--- src/sv/tcce_pkg.sv ---
// ----------------------------------------------------------------------------
// tcce_pkg: shared types and constants of the ternary cube compare engine
// Code values, lane split and the records passed between lanes and merge.
// ----------------------------------------------------------------------------
`default_nettype none

package tcce_pkg;

	localparam int WORD_W         = 32;
	localparam int NUM_PAIRS      = WORD_W / 2;
	localparam int NUM_LANES      = 4;
	localparam int PAIRS_PER_LANE = NUM_PAIRS / NUM_LANES;
	localparam int LANE_BITS      = 2 * PAIRS_PER_LANE;
	localparam int LIVE_W         = 5;
	localparam int CNT_W          = 11;
	localparam int LCNT_W         = $clog2(PAIRS_PER_LANE + 1);
	localparam int SUM_W          = $clog2(NUM_PAIRS + 1);

	localparam logic [CNT_W-1:0] COUNT_MAX = {CNT_W{1'b1}};

	// positional cube codes
	localparam logic [1:0] CODE_EMPTY = 2'b00;
	localparam logic [1:0] CODE_FREE  = 2'b11;

	// result select
	localparam logic REQ_INTERSECT = 1'b0;
	localparam logic REQ_COFACTOR  = 1'b1;

	typedef struct packed {
		logic [LANE_BITS-1:0] word;
		logic                 empty;
		logic                 uncont;
		logic [LCNT_W-1:0]    differ;
		logic [LCNT_W-1:0]    free_a;
		logic [LCNT_W-1:0]    free_b;
	} lane_res_t;

	typedef struct packed {
		logic             contain;
		logic             compat;
		logic [CNT_W-1:0] differ;
		logic [CNT_W-1:0] free_a;
		logic [CNT_W-1:0] free_b;
	} totals_t;

	typedef struct packed {
		logic take;
		logic last;
	} merge_ctl_t;

endpackage

`default_nettype wire

--- src/sv/tcce_lane.sv ---
// ----------------------------------------------------------------------------
// tcce_lane: per-lane cube logic
// Works on one slice of variable pairs: result word slice, empty and
// containment flags, and small counts for differ and one-sided don't-care.
// ----------------------------------------------------------------------------
`default_nettype none

module tcce_lane (
	input  logic                                sel,
	input  logic [tcce_pkg::LANE_BITS-1:0]      a,
	input  logic [tcce_pkg::LANE_BITS-1:0]      b,
	input  logic [tcce_pkg::PAIRS_PER_LANE-1:0] live,
	output tcce_pkg::lane_res_t                 res
);
	import tcce_pkg::*;

	always_comb begin
		logic [1:0] aa;
		logic [1:0] bb;
		res = '0;
		for (int j = 0; j < PAIRS_PER_LANE; j++) begin
			aa = a[2*j +: 2];
			bb = b[2*j +: 2];
			if (sel == REQ_COFACTOR) begin
				res.word[2*j +: 2] = (bb == CODE_FREE) ? aa : bb;
			end else begin
				res.word[2*j +: 2] = aa & bb;
			end
			if (live[j] && ((aa & bb) == CODE_EMPTY)) res.empty = 1'b1;
			if ((bb & ~aa) != 2'b00) res.uncont = 1'b1;
			res.differ = res.differ + LCNT_W'(aa != bb);
			res.free_a = res.free_a + LCNT_W'((aa == CODE_FREE) && (bb != CODE_FREE));
			res.free_b = res.free_b + LCNT_W'((bb == CODE_FREE) && (aa != CODE_FREE));
		end
	end

endmodule

`default_nettype wire

--- src/sv/tcce_merge.sv ---
// ----------------------------------------------------------------------------
// tcce_merge: lane merge, running totals and output register
// Sums lane counts, folds flags, updates saturating totals and drives the
// output register; totals return to reset values after a last word.
// ----------------------------------------------------------------------------
`default_nettype none

module tcce_merge (
	input  logic                            clk,
	input  logic                            arst_n,
	input  tcce_pkg::merge_ctl_t            ctl,
	input  tcce_pkg::lane_res_t             lanes [tcce_pkg::NUM_LANES],
	input  logic                            out_ready,
	output logic                            out_valid,
	output logic [tcce_pkg::WORD_W-1:0]     out_word,
	output logic                            out_last,
	output tcce_pkg::totals_t               out_totals
);
	import tcce_pkg::*;

	totals_t              acc_q;
	totals_t              acc_nxt;
	logic [WORD_W-1:0]    word_cat;
	logic [SUM_W-1:0]     sum_differ;
	logic [SUM_W-1:0]     sum_free_a;
	logic [SUM_W-1:0]     sum_free_b;
	logic                 any_empty;
	logic                 any_uncont;
	logic                 out_valid_q;
	logic [WORD_W-1:0]    out_word_q;
	logic                 out_last_q;
	totals_t              out_totals_q;

	function automatic logic [CNT_W-1:0] sat_add(logic [CNT_W-1:0] acc,
	                                            logic [SUM_W-1:0] add);
		logic [CNT_W:0] s;
		s = {1'b0, acc} + (CNT_W+1)'(add);
		return s[CNT_W] ? COUNT_MAX : s[CNT_W-1:0];
	endfunction

	always_comb begin
		sum_differ = '0;
		sum_free_a = '0;
		sum_free_b = '0;
		any_empty  = 1'b0;
		any_uncont = 1'b0;
		word_cat   = '0;
		for (int l = 0; l < NUM_LANES; l++) begin
			word_cat[l*LANE_BITS +: LANE_BITS] = lanes[l].word;
			sum_differ = sum_differ + SUM_W'(lanes[l].differ);
			sum_free_a = sum_free_a + SUM_W'(lanes[l].free_a);
			sum_free_b = sum_free_b + SUM_W'(lanes[l].free_b);
			any_empty  = any_empty | lanes[l].empty;
			any_uncont = any_uncont | lanes[l].uncont;
		end
		acc_nxt.contain = acc_q.contain & ~any_uncont;
		acc_nxt.compat  = acc_q.compat & ~any_empty;
		acc_nxt.differ  = sat_add(acc_q.differ, sum_differ);
		acc_nxt.free_a  = sat_add(acc_q.free_a, sum_free_a);
		acc_nxt.free_b  = sat_add(acc_q.free_b, sum_free_b);
	end

	always_ff @(posedge clk or negedge arst_n) begin
		if (!arst_n) begin
			acc_q       <= '{contain: 1'b1, compat: 1'b1, default: '0};
			out_valid_q <= 1'b0;
		end else begin
			if (ctl.take) begin
				out_valid_q <= 1'b1;
				if (ctl.last) begin
					acc_q <= '{contain: 1'b1, compat: 1'b1, default: '0};
				end else begin
					acc_q <= acc_nxt;
				end
			end else if (out_ready) begin
				out_valid_q <= 1'b0;
			end
		end
	end

	// payload: no reset needed
	always_ff @(posedge clk) begin
		if (ctl.take) begin
			out_word_q   <= word_cat;
			out_last_q   <= ctl.last;
			out_totals_q <= ctl.last ? acc_nxt : '0;
		end
	end

	assign out_valid  = out_valid_q;
	assign out_word   = out_word_q;
	assign out_last   = out_last_q;
	assign out_totals = out_totals_q;

endmodule

`default_nettype wire

--- src/sv/ternary_cube_compare_engine_top.sv ---
// Path: a word transfers in, is registered in the lane stage, then in the merge/output register, and transfers out.
// Throughput: one word per cycle; the lane stage and the merge/output register both
// advance every cycle unless the output side stalls.
// Reset: arst_n clears the stage valids and sets the totals to contain=1, compat=1,
// counts zero. No clearing pass is needed.
// ----------------------------------------------------------------------------
// ternary_cube_compare_engine_top: streaming cube intersect/cofactor and compare
// Four lanes each handle four variable pairs of a word; a merge stage joins the
// word slices, folds the flags and keeps saturating totals reported on tlast.
// ----------------------------------------------------------------------------
`default_nettype none

module ternary_cube_compare_engine_top (
	input  logic        clk,
	input  logic        arst_n,
	// input stream
	input  logic        s_axis_tvalid,
	output logic        s_axis_tready,
	input  logic [71:0] s_axis_tdata,  // word_a[31:0], word_b[63:32], live_pairs[68:64], zero pad
	input  logic        s_axis_tuser,  // req_type
	input  logic        s_axis_tlast,  // last_word
	// output stream
	output logic        m_axis_tvalid,
	input  logic        m_axis_tready,
	output logic [71:0] m_axis_tdata,  // word_out[31:0], b_within_a[32], compatible[33],
	                                   // differ_count[44:34], only_a_free[55:45],
	                                   // only_b_free[66:56], zero pad
	output logic        m_axis_tlast   // last_out
);
	import tcce_pkg::*;

	logic [WORD_W-1:0]    word_a;
	logic [WORD_W-1:0]    word_b;
	logic [LIVE_W-1:0]    live_pairs;
	logic [NUM_PAIRS-1:0] live_mask;
	lane_res_t            lane_res [NUM_LANES];
	lane_res_t            lane_s1  [NUM_LANES];
	logic                 vld_s1;
	logic                 last_s1;
	logic                 en_out;
	logic                 en_s1;
	logic                 in_xfer;
	merge_ctl_t           mctl;
	logic [WORD_W-1:0]    out_word;
	totals_t              out_totals;

	assign word_a     = s_axis_tdata[31:0];
	assign word_b     = s_axis_tdata[63:32];
	assign live_pairs = s_axis_tdata[68:64];

	// Pair k (counted from bit 0) is live when it lies within the top live_pairs
	// pairs; values above the word size simply mark every pair live.
	always_comb begin
		for (int k = 0; k < NUM_PAIRS; k++) begin
			live_mask[k] = ((LIVE_W+1)'(live_pairs) + (LIVE_W+1)'(k))
			               >= (LIVE_W+1)'(NUM_PAIRS);
		end
	end

	for (genvar l = 0; l < NUM_LANES; l++) begin : g_lane
		tcce_lane u_lane (
			.sel  (s_axis_tuser),
			.a    (word_a[l*LANE_BITS +: LANE_BITS]),
			.b    (word_b[l*LANE_BITS +: LANE_BITS]),
			.live (live_mask[l*PAIRS_PER_LANE +: PAIRS_PER_LANE]),
			.res  (lane_res[l])
		);
	end

	// Output register frees when empty or being taken; the lane stage
	// advances whenever it is empty or can hand over to the merge.
	assign en_out        = !m_axis_tvalid || m_axis_tready;
	assign en_s1         = !vld_s1 || en_out;
	assign s_axis_tready = en_s1;
	assign in_xfer       = s_axis_tvalid && s_axis_tready;

	always_ff @(posedge clk or negedge arst_n) begin
		if (!arst_n) begin
			vld_s1 <= 1'b0;
		end else if (en_s1) begin
			vld_s1 <= s_axis_tvalid;
		end
	end

	// hold lane results while stalled
	always_ff @(posedge clk) begin
		if (in_xfer) begin
			lane_s1 <= lane_res;
			last_s1 <= s_axis_tlast;
		end
	end

	assign mctl.take = vld_s1 && en_out;
	assign mctl.last = last_s1;

	tcce_merge u_merge (
		.clk        (clk),
		.arst_n     (arst_n),
		.ctl        (mctl),
		.lanes      (lane_s1),
		.out_ready  (m_axis_tready),
		.out_valid  (m_axis_tvalid),
		.out_word   (out_word),
		.out_last   (m_axis_tlast),
		.out_totals (out_totals)
	);

	assign m_axis_tdata = {5'b0, out_totals.free_b, out_totals.free_a, out_totals.differ,
	                       out_totals.compat, out_totals.contain, out_word};

`ifndef SYNTHESIS
	// an accepted word always occupies the lane stage on the next cycle
	a_accept_fills_s1: assert property (@(posedge clk) disable iff (!arst_n)
		in_xfer |=> vld_s1)
		else $error("accepted word missing from lane stage");

	// a lane-stage word blocked by the output side keeps its contents
	a_s1_holds: assert property (@(posedge clk) disable iff (!arst_n)
		(vld_s1 && !en_out) |=> (vld_s1 && $stable(last_s1) && $stable(lane_s1[0].word)))
		else $error("lane stage changed while stalled");

	// totals are only reported on a last word
	a_totals_on_last: assert property (@(posedge clk) disable iff (!arst_n)
		(m_axis_tvalid && !m_axis_tlast) |-> (m_axis_tdata[66:32] == '0))
		else $error("totals nonzero on a word that is not last");
`endif

endmodule

`default_nettype wire
--- config.mk ---
export PLATFORM = sky130hd
export DESIGN_NAME = ternary_cube_compare_engine_top
export DESIGN_NICKNAME = d
export VERILOG_FILES = /design/src/sv/tcce_pkg.sv /design/src/sv/tcce_lane.sv /design/src/sv/tcce_merge.sv /design/src/sv/ternary_cube_compare_engine_top.sv
export SDC_FILE = /design/constraint.sdc
export NUM_CORES = 1
export LEC_CHECK = 0
export ABC_AREA = 1
export BUFFER_PORTS_ARGS = -buffer_cell sky130_fd_sc_hd__buf_2
export CELL_PAD_IN_SITES_DETAIL_PLACEMENT = 0
export CELL_PAD_IN_SITES_GLOBAL_PLACEMENT = 1
export CORE_MARGIN = 2
export CORE_UTILIZATION = 41
export DETAILED_ROUTE_END_ITERATION = 8
export GPL_ROUTABILITY_DRIVEN = 0
export PLACE_DENSITY = 0.74
export SETUP_SLACK_MARGIN = 0.3
export SYNTH_ARGS = -nofsm -noshare
export SYNTH_HDL_FRONTEND = slang
export SYNTH_SLANG_ARGS = --single-unit
--- constraint.sdc ---
create_clock -name clk -period 3.2 [get_ports clk]
set_input_delay 0.48 -clock clk [delete_from_list [all_inputs] [get_ports clk]]
set_output_delay 0.48 -clock clk [all_outputs]
set_load 0.1 [all_outputs]
==> run_results.csv <==
group,metric,value,unit
synth,synthArstFlopShare,20.3,%
synth,synth_common_cells,"nand2_1, inv_1, edfxtp_1",
synth,ys.flop_type,"edfxtp_1",
synth,syn_area_per_cell,9.72,um2
route,drcViolationCount,0,
setup_path,cp.arrival,3.92,ns
outcome,outcome,"complete, but fails checks",
final_layout,drive_gt1_share,30.9,%
synth,synth_cells,1143,
final_layout,area_growth,27.0,%
route,firstDrtPassIters,5,
clock_network,insertion_delay,0.43,ns
placed_design,place_area,12800,um2
route,routed_wl,25700,um
timing,period_share,114,%
timing,worst_slew_pin_slew,1.06,ns
route,vias,8254,
setup_path,cp-end-kind,"flip-flop",
grt,grt_pass1_vias,8230,
floorplanning,die_w,169,um
power_and_ir_drop,p_per_area,844,nW/um2
clock_network,cts_tree,"done",
setup_path,crit_fanout,6,
final_layout,stdcell_area,14100,um2
synth,synth_edf_count,145,
clock_network,cts_num_sinks,182,
floorplanning,top_level_ports,153,
route,antenna_left,0,
clock_network,h-tree-depth,4,
grt,grt_max_degree,78,
clock_network,cts_buffers,17,
timing,fmax,274,MHz
timing,slew_violations,0,
synth,ys_seq_area_share,47.5,%
synth,synth_area_leaders,"edfxtp_1, ha_1, nand2_1, dfrtp_1, inv_1",
grt,antenna_found_initial,5,
timing,relSlewSlack,29.5,%
power_and_ir_drop,power.total,11.9,mW
timing,rsz0062_at_grt,"yes",
placed_design,port_buffers,144,
clock_network,clk_pin_slew,0.07,ns
setup_path,criticalPathCategory,"reg -> reg",
synth,yosysTopAreaCellShare,39.2,%
timing,finalHoldViolations,0,
placed_design,dpl.hpwl,19100,um
final_layout,fillCellCount,2397,
floorplanning,initial_core_util,41.5,%
floorplanning,core,26800,um2
synth,yosysTopAreaCell,"edfxtp_1",
timing,period_minus_slack,3.64,ns
grt,grt_first_pass_wirelength,41800,um
clock_network,cts_buffer_depth,2,
grt,track_usage,18.7,%
route,viasPerCell,4.78,
setup_path,crit_required,3.47,ns
clock_network,root_buffer,"clkbuf_16",
route,drtIter0Drc,330,
grt,grt-ovfl-total,0,
outcome,violations,"negative setup slack",
setup_path,cp-start-kind,"flip-flop",
timing,final.setup.worst_slack,-0.443,ns
power_and_ir_drop,p_leak,6.97,nW
synth,ys_ff_latch,182,
synth,synth_warnings,0,
route,wl_per_cell,14.9,um
timing,setup_viol,66,
min_path,min_path_type,"in -> async",
final_layout,fin_nets,1599,
timing,finClkSkew,0.0105,ns
floorplanning,core.rowCount,60,
synth,yosysUniqueCellTypes,40,
timing,hold_slack,0.210,ns
synth,yosysMostFrequentCell,"nand2_1",
synth,netlist_area,11100,um2
floorplanning,die_area,28400,um2
floorplanning,die_h,169,um
power_and_ir_drop,irDropWorstVdd,0.000463,V
run,max_cap_viol_count,0,
## cell type report
type,count,area (um2),area share [%]
clock buffers,20,437,3.09
well taps,341,427,3.02
clock inverters,12,103,0.727
flip-flops and latches,182,5280,37.4
multi-input cells,747,5630,39.9
diodes,4,10.0,0.0709
repair buffers,227,1480,10.5
inverters,195,744,5.27
## worst max-delay path, stage by stage, from the launching register on
cell and delay, ns:
edfxtp_1 0.38, ha_2 0.21, fa_2 0.38, xnor2_2 0.15
buf_4 0.14, fa_1 0.49, inv_2 0.05, fa_2 0.40
xor2_2 0.17, ha_4 0.30, nand2_4 0.07, nor2_4 0.08
nand3_2 0.09, nand2_4 0.10, nand2_4 0.07, buf_12 0.17
buf_6 0.11, a21oi_1 0.13
## layer usage
metal  global-route usage (%)  vias to the layer above  part of all wire, %
li1                         -                     4223                    -
met1                     24.6                     3865                   47
met2                     31.4                      141                   48
met3                     4.65                       23                  4.8
met4                     4.42                        2                  1.0
met5                        0                        -                0.051
## report_power, final
part / switching (mW) / internal (mW) / leakage, nW
clock: 0.896 / 1.07 / 0.260
sequential: 0.205 / 3.09 / 1.91
combinational: 4.14 / 2.52 / 4.80
## path summary, 6_finish.rpt
check / from / to / slack, ns / depth (start not counted)
setup / recovery: lane_s1[63] / u_merge.out_totals[26] / -0.44 / 17
hold / removal: arst_n / u_merge.acc_q[28] / 0.21 / 1
setup reg to reg: lane_s1[63] / u_merge.out_totals[26] / -0.44 / 17
hold reg to reg: lane_s1[74] / u_merge.out_word[6] / 0.42 / 0
max in group asynchronous: arst_n / u_merge.out_valid / 2.33 / 1
min in group clk: s_axis_tlast / last_s1 / 0.23 / 1
## sequential cells by signal, summed over array words and instances (netlist names)
signal and cells:
u_merge.out_valid 1, last_s1 1, u_merge.out_totals 35, u_merge.out_last 1, u_merge.out_word 32, vld_s1 1, u_merge.acc_q 35, lane_s1 76
## cells by family after synthesis
kind of cell	after synthesis	share of synthesized area, %
DFF	182	47.5
xor gates and xnor gates	9	0.709
muxes	10	0.979
buffers and inverters	219	7.95
adders and majority gates	151	19.0
other	1	0.0337
and+or+nand+nor	470	18.4
AOI/OAI and AO/OA	101	5.36
## stage by stage
step	setup TNS, ns	cells	worst slack (ns)	utilization (%)
after floorplan	-5.51	1147	-0.180	-
after global placement	-18.18	1679	-0.407	47.8
after detailed placement	-20.92	1679	-0.465	47.8
after CTS	-20.86	1719	-0.433	51.1
after global routing	-30.45	1725	-0.579	52.7
final	-20.59	1728	-0.443	52.7
## cell usage in the layout (no fill, tap or decap), types with 34 or more instances in the layout
cell type / n
nand2_1: 239
inv_1: 175
edfxtp_1: 145
buf_2: 144
ha_1: 109
buf_4: 59
nand3_1: 54
nand2_2: 42
nor2_1: 41
dfrtp_1: 34
## timing repair
action | 4_1_cts | 5_1_grt
setup buffers | 7 | 4
hold buffers | 0 | 0
setup endpoints to repair | 66 | 66
gates cloned | 1 | 1
pin swaps | 26 | 38
gates resized for setup | 75 | 87
(Power assumes the default switching activity.)
